### config.mk
export PLATFORM = sky130hd
export DESIGN_NAME = size_class_buffer_pool
export DESIGN_NICKNAME = d
export VERILOG_FILES = /design/src/rtl/scbp_pkg.sv /design/src/rtl/scbp_ram.sv /design/src/rtl/size_class_buffer_pool.sv
export SDC_FILE = /design/constraint.sdc
export NUM_CORES = 2
export LEC_CHECK = 0
export BUFFER_PORTS_ARGS = -buffer_cell sky130_fd_sc_hd__buf_4
export CORE_MARGIN = 4
export CORE_UTILIZATION = 40
export CTS_CLUSTER_DIAMETER = 200
export DETAILED_ROUTE_END_ITERATION = 8
export SYNTH_ARGS = -nofsm -noshare
export SYNTH_HDL_FRONTEND = slang
export SYNTH_HIERARCHICAL = 1
export SYNTH_SLANG_ARGS = --single-unit
### constraint.sdc
create_clock -name clk -period 7.3 [get_ports clk]
set_input_delay 1.46 -clock clk [delete_from_list [all_inputs] [get_ports clk]]
set_output_delay 1.46 -clock clk [all_outputs]
set_load 0.02 [all_outputs]
### src/rtl/scbp_pkg.sv
`timescale 1ns / 1ps
// Package for the size-class buffer pool: status codes, register indexes
// and the fragment size clamp. No dependencies.
package scbp_pkg;

  // Result status codes.
  localparam logic [2:0] ST_OK         = 3'd0;
  localparam logic [2:0] ST_LIMIT      = 3'd1;
  localparam logic [2:0] ST_NO_HANDLES = 3'd2;
  localparam logic [2:0] ST_TOO_LARGE  = 3'd3;
  localparam logic [2:0] ST_BAD_HANDLE = 3'd4;

  // Configuration register indexes.
  localparam int CFG_IDX_W = 4;
  localparam logic [CFG_IDX_W-1:0] CFG_FRAGMENT_SIZE = 4'd0;
  localparam logic [CFG_IDX_W-1:0] CFG_MAX_BUFFERS   = 4'd1;

  // Field widths fixed by the interface.
  localparam int FRAG_W = 17;
  localparam int MAXB_W = 9;

  localparam logic [FRAG_W-1:0] FRAG_RESET = 17'd1024;
  localparam logic [FRAG_W-1:0] FRAG_MAX   = 17'd65536;
  localparam logic [MAXB_W-1:0] MAXB_RESET = 9'd256;

  // A fragment size of zero acts as one; values above the maximum saturate.
  function automatic logic [FRAG_W-1:0] frag_clamp(input logic [FRAG_W-1:0] v);
    logic [FRAG_W-1:0] r;
    r = v;
    if (v == '0) begin
      r = FRAG_W'(1);
    end else if (v > FRAG_MAX) begin
      r = FRAG_MAX;
    end
    return r;
  endfunction

endpackage

### src/rtl/scbp_ram.sv
`timescale 1ns / 1ps
// Generic single-write, single-read RAM with a registered read port.
// No dependencies.
module scbp_ram #(
  parameter int WIDTH = 8,
  parameter int DEPTH = 256
) (
  input  logic                     clk,
  input  logic                     we,
  input  logic [$clog2(DEPTH)-1:0] waddr,
  input  logic [WIDTH-1:0]         wdata,
  input  logic [$clog2(DEPTH)-1:0] raddr,
  output logic [WIDTH-1:0]         rdata
);

  logic [WIDTH-1:0] mem [DEPTH];

  // Write port and registered read port.
  always_ff @(posedge clk) begin
    if (we) begin
      mem[waddr] <= wdata;
    end
    rdata <= mem[raddr];
  end

endmodule

### src/rtl/size_class_buffer_pool.sv
`timescale 1ns / 1ps
// Size-class buffer pool top level: request sequencer, free lists and counters.
// Depends on scbp_pkg and scbp_ram.
//
// Usage: a request transfer on the input channel (in_valid / in_stall) carries
// action (0 get, 1 release), req_size and buf_handle. Each request yields
// exactly one result transfer on the output channel (out_valid / out_stall)
// with status, out_handle, size_class, capacity and reused.
// The block works on one request at a time and holds in_stall high while busy.
// A get finds its class with one shared shift-and-compare step per cycle; when
// a free-list handle is reused, the head is followed through the next-link
// memory. A release reads the handle info, then updates the list; a get that
// hits the limit goes straight to the result. The next request is taken the
// cycle after the result is registered. The result register holds while
// out_stall is high; a new result waits in the sequencer until the previous
// one is taken.
// Reset empties all free lists, forgets every handle and restores the
// registers (fragment_size 1024, max_buffers 256); no clearing pass is needed.
// The configuration port (cfg_valid / cfg_ready) is always ready.
module size_class_buffer_pool #(
  parameter int NUM_CLASSES = 8,
  parameter int MAX_HANDLES = 256
) (
  input  logic                           clk,
  input  logic                           rst,
  // Configuration write channel.
  input  logic                           cfg_valid,
  output logic                           cfg_ready,
  input  logic [scbp_pkg::CFG_IDX_W-1:0] cfg_index,
  input  logic [scbp_pkg::FRAG_W-1:0]    cfg_data,
  // Request channel.
  input  logic                           in_valid,
  output logic                           in_stall,
  input  logic                           action,
  input  logic [31:0]                    req_size,
  input  logic [7:0]                     buf_handle,
  // Result channel.
  output logic                           out_valid,
  input  logic                           out_stall,
  output logic [2:0]                     status,
  output logic [7:0]                     out_handle,
  output logic [2:0]                     size_class,
  output logic [24:0]                    capacity,
  output logic                           reused
);

  import scbp_pkg::*;

  // Derived widths.
  localparam int HW   = $clog2(MAX_HANDLES);
  localparam int CW   = $clog2(MAX_HANDLES + 1);
  localparam int CLW  = (NUM_CLASSES > 1) ? $clog2(NUM_CLASSES) : 1;
  localparam int CAPW = 18 + NUM_CLASSES - 1;
  localparam int CMPW = (CW > MAXB_W) ? CW : MAXB_W;
  localparam int BW   = (CW > 8) ? CW : 8;
  localparam int RQW  = (CAPW > 32) ? CAPW : 32;
  localparam int CAPX = (CAPW > 25) ? CAPW : 25;
  localparam int CLX  = (CLW > 3) ? CLW : 3;
  localparam int INFW = CLW + 1;

  localparam logic [CLW-1:0] LAST_CLASS = CLW'(NUM_CLASSES - 1);
  localparam logic [CW-1:0]  HANDLE_CAP = CW'(MAX_HANDLES);

  // Sequencer states.
  localparam logic [2:0] S_IDLE = 3'd0;
  localparam logic [2:0] S_SIZE = 3'd1;
  localparam logic [2:0] S_SRCH = 3'd2;
  localparam logic [2:0] S_POP1 = 3'd3;
  localparam logic [2:0] S_POP2 = 3'd4;
  localparam logic [2:0] S_REL1 = 3'd5;
  localparam logic [2:0] S_REL2 = 3'd6;
  localparam logic [2:0] S_EMIT = 3'd7;

  logic [2:0]        state;
  logic [FRAG_W-1:0] fragment_size;
  logic [MAXB_W-1:0] max_buffers;

  logic [CW-1:0]          outstanding_count;
  logic [CW-1:0]          minted_count;
  logic [CLW-1:0]         largest_class;
  logic [NUM_CLASSES-1:0] list_nonempty;
  logic [HW-1:0]          list_head [NUM_CLASSES];
  logic [HW-1:0]          list_tail [NUM_CLASSES];

  // Request registers and working registers.
  logic [31:0]    req_q;
  logic [HW-1:0]  bh_q;
  logic [BW-1:0]  bh_wide;
  logic [CLW-1:0] cls;
  logic [CAPW-1:0] cap;

  // Pending result.
  logic [2:0]      res_status;
  logic [HW-1:0]   res_handle;
  logic [CLW-1:0]  res_class;
  logic [CAPW-1:0] res_cap;
  logic            res_reused;
  logic            res_ok_get;

  // Memory ports.
  logic            info_we;
  logic [HW-1:0]   info_waddr;
  logic [INFW-1:0] info_wdata;
  logic [HW-1:0]   info_raddr;
  logic [INFW-1:0] info_rdata;
  logic            link_we;
  logic [HW-1:0]   link_rdata;

  logic            in_xfer;
  logic            load_out;
  logic [FRAG_W-1:0] fs_eff;
  logic [CAPW-1:0] cap_base;
  logic [CAPW-1:0] cap_of_cls;
  logic            hit;
  logic [CLW-1:0]  hit_cls;
  logic [BW-1:0]   in_bh_wide;
  logic [CMPW-1:0] out_cmp;
  logic [CMPW-1:0] max_cmp;
  logic [HW-1:0]   pop_handle;

  assign cfg_ready = 1'b1;
  assign in_stall  = (state != S_IDLE);
  assign in_xfer   = in_valid && !in_stall;
  assign load_out  = (state == S_EMIT) && (!out_valid || !out_stall);

  // Effective class 0 capacity and the capacity of the selected class.
  assign fs_eff     = frag_clamp(fragment_size);
  assign cap_base   = CAPW'({fs_eff, 1'b0});
  assign cap_of_cls = cap_base << cls;

  assign in_bh_wide = BW'(buf_handle);
  assign out_cmp    = CMPW'(outstanding_count);
  assign max_cmp    = CMPW'(max_buffers);
  assign pop_handle = list_head[cls];

  // Handle info holds a free flag over the handle's class.
  assign info_raddr = (state == S_IDLE) ? in_bh_wide[HW-1:0] : bh_q;

  // First non-empty list from the request's class up to the largest class.
  always_comb begin
    hit     = 1'b0;
    hit_cls = '0;
    for (int i = NUM_CLASSES - 1; i >= 0; i--) begin
      if (list_nonempty[i] && (CLW'(i) >= cls) && (CLW'(i) <= largest_class)) begin
        hit     = 1'b1;
        hit_cls = CLW'(i);
      end
    end
  end

  // Memory write controls.
  always_comb begin
    info_we    = 1'b0;
    info_waddr = bh_q;
    info_wdata = {1'b0, cls};
    link_we    = 1'b0;
    unique case (state)
      S_REL2: begin
        info_we    = 1'b1;
        info_waddr = bh_q;
        info_wdata = {1'b1, cls};
        link_we    = list_nonempty[cls];
      end
      S_SRCH: begin
        info_we    = !hit && (minted_count != HANDLE_CAP);
        info_waddr = minted_count[HW-1:0];
        info_wdata = {1'b0, cls};
      end
      S_POP2: begin
        info_we    = 1'b1;
        info_waddr = pop_handle;
        info_wdata = {1'b0, cls};
      end
      default: begin
        info_we = 1'b0;
      end
    endcase
  end

  scbp_ram #(.WIDTH(INFW), .DEPTH(MAX_HANDLES)) u_info_ram (
    .clk   (clk),
    .we    (info_we),
    .waddr (info_waddr),
    .wdata (info_wdata),
    .raddr (info_raddr),
    .rdata (info_rdata)
  );

  scbp_ram #(.WIDTH(HW), .DEPTH(MAX_HANDLES)) u_link_ram (
    .clk   (clk),
    .we    (link_we),
    .waddr (list_tail[cls]),
    .wdata (bh_q),
    .raddr (pop_handle),
    .rdata (link_rdata)
  );

  // Configuration registers.
  always_ff @(posedge clk) begin
    if (rst) begin
      fragment_size <= FRAG_RESET;
      max_buffers   <= MAXB_RESET;
    end else if (cfg_valid && cfg_ready) begin
      if (cfg_index == CFG_FRAGMENT_SIZE) begin
        fragment_size <= cfg_data;
      end else if (cfg_index == CFG_MAX_BUFFERS) begin
        max_buffers <= cfg_data[MAXB_W-1:0];
      end
    end
  end

  // Free-list heads and tails; validity lives in list_nonempty.
  always_ff @(posedge clk) begin
    if (state == S_REL2) begin
      list_tail[cls] <= bh_q;
      if (!list_nonempty[cls]) begin
        list_head[cls] <= bh_q;
      end
    end else if (state == S_POP2) begin
      list_head[cls] <= link_rdata;
    end
  end

  // Request sequencer and bookkeeping.
  always_ff @(posedge clk) begin
    if (rst) begin
      state             <= S_IDLE;
      outstanding_count <= '0;
      minted_count      <= '0;
      largest_class     <= '0;
      list_nonempty     <= '0;
    end else begin
      unique case (state)
        S_IDLE: begin
          if (in_xfer) begin
            req_q   <= req_size;
            bh_q    <= in_bh_wide[HW-1:0];
            bh_wide <= in_bh_wide;
            cls     <= '0;
            cap     <= cap_base;
            if (action) begin
              state <= S_REL1;
            end else if (out_cmp >= max_cmp) begin
              res_status <= ST_LIMIT;
              state      <= S_EMIT;
            end else begin
              state <= S_SIZE;
            end
          end
        end
        // One shift-and-compare step per cycle picks the class.
        S_SIZE: begin
          if (RQW'(req_q) > RQW'(cap)) begin
            if (cls == LAST_CLASS) begin
              res_status <= ST_TOO_LARGE;
              state      <= S_EMIT;
            end else begin
              cap <= cap << 1;
              cls <= cls + CLW'(1);
            end
          end else begin
            state <= S_SRCH;
          end
        end
        S_SRCH: begin
          if (hit) begin
            cls   <= hit_cls;
            state <= S_POP1;
          end else if (minted_count == HANDLE_CAP) begin
            res_status <= ST_NO_HANDLES;
            state      <= S_EMIT;
          end else begin
            minted_count      <= minted_count + CW'(1);
            outstanding_count <= outstanding_count + CW'(1);
            if (cls > largest_class) begin
              largest_class <= cls;
            end
            res_status <= ST_OK;
            res_handle <= minted_count[HW-1:0];
            res_class  <= cls;
            res_cap    <= cap;
            res_reused <= 1'b0;
            state      <= S_EMIT;
          end
        end
        // Next-link read of the head is in flight.
        S_POP1: begin
          state <= S_POP2;
        end
        S_POP2: begin
          if (pop_handle == list_tail[cls]) begin
            list_nonempty[cls] <= 1'b0;
          end
          outstanding_count <= outstanding_count + CW'(1);
          res_status <= ST_OK;
          res_handle <= pop_handle;
          res_class  <= cls;
          res_cap    <= cap_of_cls;
          res_reused <= 1'b1;
          state      <= S_EMIT;
        end
        // Handle info is ready: reject unknown or already free handles.
        S_REL1: begin
          if ((bh_wide >= BW'(minted_count)) || info_rdata[CLW]) begin
            res_status <= ST_BAD_HANDLE;
            state      <= S_EMIT;
          end else begin
            cls   <= info_rdata[CLW-1:0];
            state <= S_REL2;
          end
        end
        S_REL2: begin
          list_nonempty[cls] <= 1'b1;
          if (outstanding_count != '0) begin
            outstanding_count <= outstanding_count - CW'(1);
          end
          res_status <= ST_OK;
          state      <= S_EMIT;
        end
        S_EMIT: begin
          if (load_out) begin
            state <= S_IDLE;
          end
        end
        default: begin
          state <= S_IDLE;
        end
      endcase
    end
  end

  // Output register; fields other than status are zero unless a get succeeded.
  always_ff @(posedge clk) begin
    if (rst) begin
      out_valid <= 1'b0;
    end else if (load_out) begin
      out_valid <= 1'b1;
    end else if (!out_stall) begin
      out_valid <= 1'b0;
    end
  end

  always_ff @(posedge clk) begin
    logic [BW-1:0]   h_ext;
    logic [CLX-1:0]  c_ext;
    logic [CAPX-1:0] cap_ext;
    h_ext   = BW'(res_handle);
    c_ext   = CLX'(res_class);
    cap_ext = CAPX'(res_cap);
    if (load_out) begin
      status <= res_status;
      if ((res_status == ST_OK) && (state == S_EMIT) && res_ok_get) begin
        out_handle <= h_ext[7:0];
        size_class <= c_ext[2:0];
        capacity   <= cap_ext[24:0];
        reused     <= res_reused;
      end else begin
        out_handle <= '0;
        size_class <= '0;
        capacity   <= '0;
        reused     <= 1'b0;
      end
    end
  end

  // Marks a pending result that came from a successful get.
  always_ff @(posedge clk) begin
    if (rst) begin
      res_ok_get <= 1'b0;
    end else if (in_xfer) begin
      res_ok_get <= 1'b0;
    end else if ((state == S_POP2) || ((state == S_SRCH) && !hit &&
                 (minted_count != HANDLE_CAP))) begin
      res_ok_get <= 1'b1;
    end
  end

endmodule

==> Word level (Yosys, flattened, before mapping) <==
Memory sizes are Yosys's and may differ from the RTL's. A register that Yosys moved wholly into a read port is not among the register bits.
Index checks and enable logic that the tools add are counted.
Widths: inputs -> output; s select.
{ "op_classes": {"addsub": 4, "order_cmp": 23, "n_eq_ne": 28, "n_shift": 1, "n_mux": 90, "bitwise": 8, "reduce_logical": 57} }
{ "ops": {"columns": ["op", "count"], "rows": [
  ["$mux 25", 5],
  ["$pmux 25 s2", 2],
  ["$mux 3", 31],
  ["$pmux 8 s2", 3],
  ["$mux 8", 5],
  ["$mux 17", 2],
  ["$gt 32x25->1", 1],
  ["$mux 1", 28],
  ["$mux 9", 3],
  ["$pmux 9 s3", 1],
  ["$shl 18x3->25", 1],
  ["$logic_and 1x1->1", 24],
  ["$ne 2x2->1 const B", 11],
  ["$pmux 3 s7", 1],
  ["$add 9x1->9 const B", 2],
  ["$gt 17x17->1 const B", 1],
  ["$logic_not 17->1", 1],
  ["$eq 3x3->1 const B", 5],
  ["$pmux 3 s5", 1],
  ["$ge 3x3->1 const A", 4],
  ["$le 3x3->1 const A", 4],
  ["$pmux 3 s4", 1],
  ["$reduce_and 3->1", 4],
  ["$reduce_and 4->1", 3],
  ["other kinds (44)", 67]
]} }
{ "word_totals": {"reg_bits": 208, "ram_bits": 3200, "out_inout_bits": 43, "n_memories": 4} }
{ "memory_table": {"columns": ["name", "depth", "word_bits", "read_ports", "rd_clocked_by_memory_dff", "write_ports", "line_no", "source"], "rows": [
  ["u_link_ram.mem", 256, 8, 1, 1, 1, "scbp_ram.sv:16", "logic [WIDTH-1:0] mem [DEPTH];"],
  ["u_info_ram.mem", 256, 4, 1, 1, 1, "scbp_ram.sv:16", null],
  ["list_head", 8, 8, 1, 1, 1, "size_class_buffer_pool.sv:82", "logic [HW-1:0] list_head [NUM_CLASSES];"],
  ["list_tail", 8, 8, 1, 1, 1, "size_class_buffer_pool.sv:83", "logic [HW-1:0] list_tail [NUM_CLASSES];"]
]} }

==> Longest topological paths before layout <==
{ "logic_depth": {"word_depth": 16, "mapped_depth": 16, "ltp_nobuf": 11} }

==> Cells and area by module <==
Netlist, hierarchy kept.
{ "modules_own_cells": {"columns": ["module", "instances", "cells_each", "area_each_um2", "seq_area_each_um2"], "rows": [
  ["scbp_ram (u_link_ram)", 1, 3733, 79556.3, 61659.1],
  ["scbp_ram (u_info_ram)", 1, 2051, 40675.3, 30829.6],
  ["size_class_buffer_pool", 1, 1333, 16206.8, 9459.1]
]} }

==> Worst setup path after synthesis <==
Ideal clock, no wire load.
{ "synth_path": {"path_kind": "register to register", "from": "reg cls[0]", "to": "reg res_cap[10], enable pin", "setup_ns": 0.441, "arrival_ns": 7.498, "t_required_ns": 6.859, "path_slack_ns": -0.639, "stages_incl_launch_ff": 11, "n_path_buf": 3, "path_cell_list": "edfxtp_1 -> clkbuf_1 -> inv_1 -> clkbuf_1 -> ha_1 -> and4b_1 -> o21ai_1 -> or3_4 -> nand3b_1 -> clkbuf_1 -> a21oi_1"} }
{ "synth_between": {"elab_chain_cells": 13, "word_cells_on_any_way": 34, "classes_between": "8 x order compare; 1 x eq/ne; 8 x mux; 17 x reduce/logical"} }
{ "synth_lines": {"columns": ["item", "line_no", "source"], "rows": [
  ["start: declaration", "size_class_buffer_pool.sv:89", "logic [CLW-1:0] cls;"],
  ["start signal: assignment", "size_class_buffer_pool.sv:259", "cls <= cls + CLW'(1);"],
  ["start signal: assignment", "size_class_buffer_pool.sv:267", "cls <= hit_cls;"],
  ["start signal: assignment", "size_class_buffer_pool.sv:308", "cls <= info_rdata[CLW-1:0];"],
  ["$ge 3x3->1", "size_class_buffer_pool.sv:144", "if (list_nonempty[i] && (CLW'(i) >= cls) && (CLW'(i) <= largest_class)) begin"],
  ["$logic_and 1x1->1 (2 in series)", "size_class_buffer_pool.sv:144", null],
  ["$mux 1 (7 in series)", "size_class_buffer_pool.sv:144", null],
  ["$mux 1 *", "size_class_buffer_pool.sv:144", null],
  ["$ne 2x2->1 (no source line) *", null, null],
  ["$reduce_and 4->1 (no source line) *", null, null],
  ["end signal: assignment", "size_class_buffer_pool.sv:281", "res_cap <= cap;"],
  ["end signal: assignment", "size_class_buffer_pool.sv:298", "res_cap <= cap_of_cls;"],
  ["end: declaration", "size_class_buffer_pool.sv:96", "logic [CAPW-1:0] res_cap;"]
]} }
Mark *: on every way between the ends. The rest lies on a longest branch, timed or not.
A chain may end at the register's enable or synchronous reset.

==> out/metrics.yaml <==
p_clk_frac: 0.288
initial_utilization: 0.402
antenna_found_initial: 19
wl_um: 345000
synth_top_area_frac: 0.736
use_met3: 0.0316
seq_power_share: 0.368
die_y_um: 592
fmax_mhz: 172
crit_top_cell: "buf_4"
hold_path_end: "max_buffers[8]"
rsz0062_at_grt: "no"
switching_share: 0.337
drt_iter0_markers: 8003
ant_nets: 0
core_area_mm2: 0.340
switchingPower_mw: 21.0
hp-class: "reg -> reg"
grt_overflow: 0
globalplace.congestion: 0.857
max_stage_delay_ps: 1070
numCtsBuffers: 346
syn_area_mm2: 0.136
grt_use_met2: 0.317
clock_path_buffers: 4
timing.rr.end: "u_link_ram/rdata[3]"
critPathSlowestCell: "nor3_1"
die-area_mm2: 0.351
yosysMostFrequentCell: "edfxtp_1"
area.growth.synth_to_final_pct: 12.6
clock_sinks: 3420
status: "completed"
synth_edf_count: 3345
synthArstFlopShare: 0
layout.nets: 7429
powerDensity_mw_per_mm2: 405
ys_ff_latch: 3420
globalRouteMet1Util: 0.266
critPathArrivalTime_ps: 6570
grt_pass1_wl_um: 501000
first_pass_iters: 6
critPathLaunchType: "flip-flop"
via_count: 70000
fin_cells: 12100
combinationalPowerShare: 0.344
ys_seq_area_frac: 0.747
grtUsageTotal: 0.193
period_share: 0.797
viasPerCell: 5.77
path_delay_family: "simple AND/OR/NAND/NOR gates"
p_leak_nw: 47.6
crit_buf_inv: 3
fin_util: 0.452
syn_inst: 7117
multi_input_area_mm2: 0.0320
synth_cell_types: 94
synth_flop_cell: "edfxtp_1"
setup_viol: 0
fin_tns_setup_ps: 0
fin_crit_ps: 5820
p_int_mw: 41.2
ys_warn_count: 6
syn_nets: 7242
ff2ff_setup_slack_ps: 1480
routedWlPerCell_um: 28.5
grt-busiest-layer: "met2"
clock_latency_ps: 930
cts_hold_buf: 0
finalHoldViolCount: 0
num_rows: 214
path_cells: "mux4_2, mux2i_1, clkinv_2, buf_4, nand2_1, buf_4, o221ai_1, a21oi_1, o32ai_1, nor3_1, nor4_1"
maxSlewHeadroom: 0.0761
seqCellArea_mm2: 0.102
dp_hpwl_um: 210000
grt_max_degree: 210
hold_depth: 1
critPathRequiredTime_ps: 8050
grt_pass1_vias: 70700
end_kind: "flip-flop"
fp.dieW_um: 592
io_pins: 110
yosysTopAreaCell: "edfxtp_1"
worstSetupPathType: "reg -> reg"
drive_above_1_share: 0.210
maxCapViolCount: 0
numPortBuffers: 107
critPathMaxFanout: 21
hp-start: "max_buffers[8]"
route.detailed.drc: 0
final.fill_count: 28500
cts.clk_slew.worst_paths_ps: 60
cts-root-buf: "clkbuf_16"
h-tree-depth: 5
fin_skew_ps: 82.9
synth_common_cells: "edfxtp_1, mux4_2, nor2_1"
post_cts_resized: 0
avgSynthCellArea_um2: 19.2
numPlacedInstances: 11500
worstMarginPinSlew_ps: 1380
slew_violations: 0
rr_worst_depth: 11
tritoncts: "built"
vdd_drop_max_uv: 365
synth_area_leaders: "edfxtp_1, mux4_2, nor2_1"
cts_setup_buffers: 0
## how the worst max path moves through the flow
stage	cells after the start	to	startpoint	slack [ps]
floorplan	15	u_info_ram/mem[234][0]	cls[0]	30
global placement	10	u_link_ram/rdata[6]	flip-flop	1390
detailed placement	11	u_link_ram/rdata[3]	flip-flop	1540
CTS	11	u_link_ram/rdata[3]	flip-flop	1500
global route	11	u_link_ram/rdata[3]	flip-flop	1320
finish	11	u_link_ram/rdata[3]	flip-flop	1480
## sequential cells by signal (all words and copies together) (netlist names), 9 cells and up, named ones only
name / cells
minted_count: 9
u_info_ram/mem: 1024
res_cap: 24
cap: 24
u_link_ram/mem: 2048
max_buffers: 9
capacity: 24
list_head: 64
req_q: 32
list_tail: 64
fragment_size: 17
out_cmp: 9
## cell type report
cell class	instances	share of cell area
Sequential cell	3420	0.664
Multi-Input combinational cell	3199	0.209
Clock buffer	425	0.0596
Tap cell	4536	0.0369
Clock inverter	207	0.0148
Timing Repair Buffer	269	0.0145
Inverter	68	0.00172
Antenna cell	10	0.000163
## logic make-up after synthesis
group                      after synthesis  synth area share
muxes                                 1008             0.142
other                                    2         0.0000550
and+or+nand+nor                       1337            0.0440
buffers and inverters                  498            0.0197
xor gates and xnor gates                65           0.00417
AOI/OAI and AO/OA                      729            0.0372
DFF                                   3420             0.747
adders and majority gates               58           0.00537
## cells in the final DEF, fill, tap and decap left out, drive strengths merged, types with 108 or more instances in the layout
master	netlist	routed
clkinv	3	138
mux4	742	742
nand3	108	108
nand2	227	227
edfxtp	3345	3345
buf	202	269
a22oi	167	167
mux2i	239	239
clkbuf	228	425
a21oi	163	163
nor2	671	671
## per-layer routing
metal	up-vias	wire [um]	part of all wire
met5	-	27	0.000078
met4	4	11200	0.032
met3	579	25600	0.074
met2	2896	169000	0.49
met1	37100	140000	0.40
li1	29400	-	-
## power groups by stage
| stage | Sequential, mW | Combinational, mW | Clock, mW |
|---|---|---|---|
| after CTS | 22.9 | 21.5 | 18.2 |
| after floorplan | 23.6 | 14.4 | 0 |
| after detailed placement | 23.3 | 21.5 | 0 |
| after global routing | 22.9 | 22.5 | 19.1 |
| final | 22.9 | 21.4 | 17.9 |
| after global placement | 23.3 | 21.3 | 0 |
## worst reg2reg max path: stages (launching register included)
cell      delay (ps)
dfxtp_2          750
mux4_2           580
mux2i_1          510
clkinv_2         630
buf_4            480
nand2_1          620
buf_4            340
o221ai_1         190
a21oi_1          200
o32ai_1          100
nor3_1          1070
nor4_1           160
## per-stage QoR
stage	total power, mW	worst slack, ps	area, um^2	hold slack [ps]
2_1_floorplan	38.1	26.1	136000	417
3_3_place_gp	44.6	1390	142000	485
3_5_place_dp	44.8	1540	142000	485
4_1_cts	62.7	1500	154000	500
5_1_grt	64.5	1320	154000	501
6_report	62.2	1480	154000	486
No activity file was read; power rests on OpenSTA's default activity.
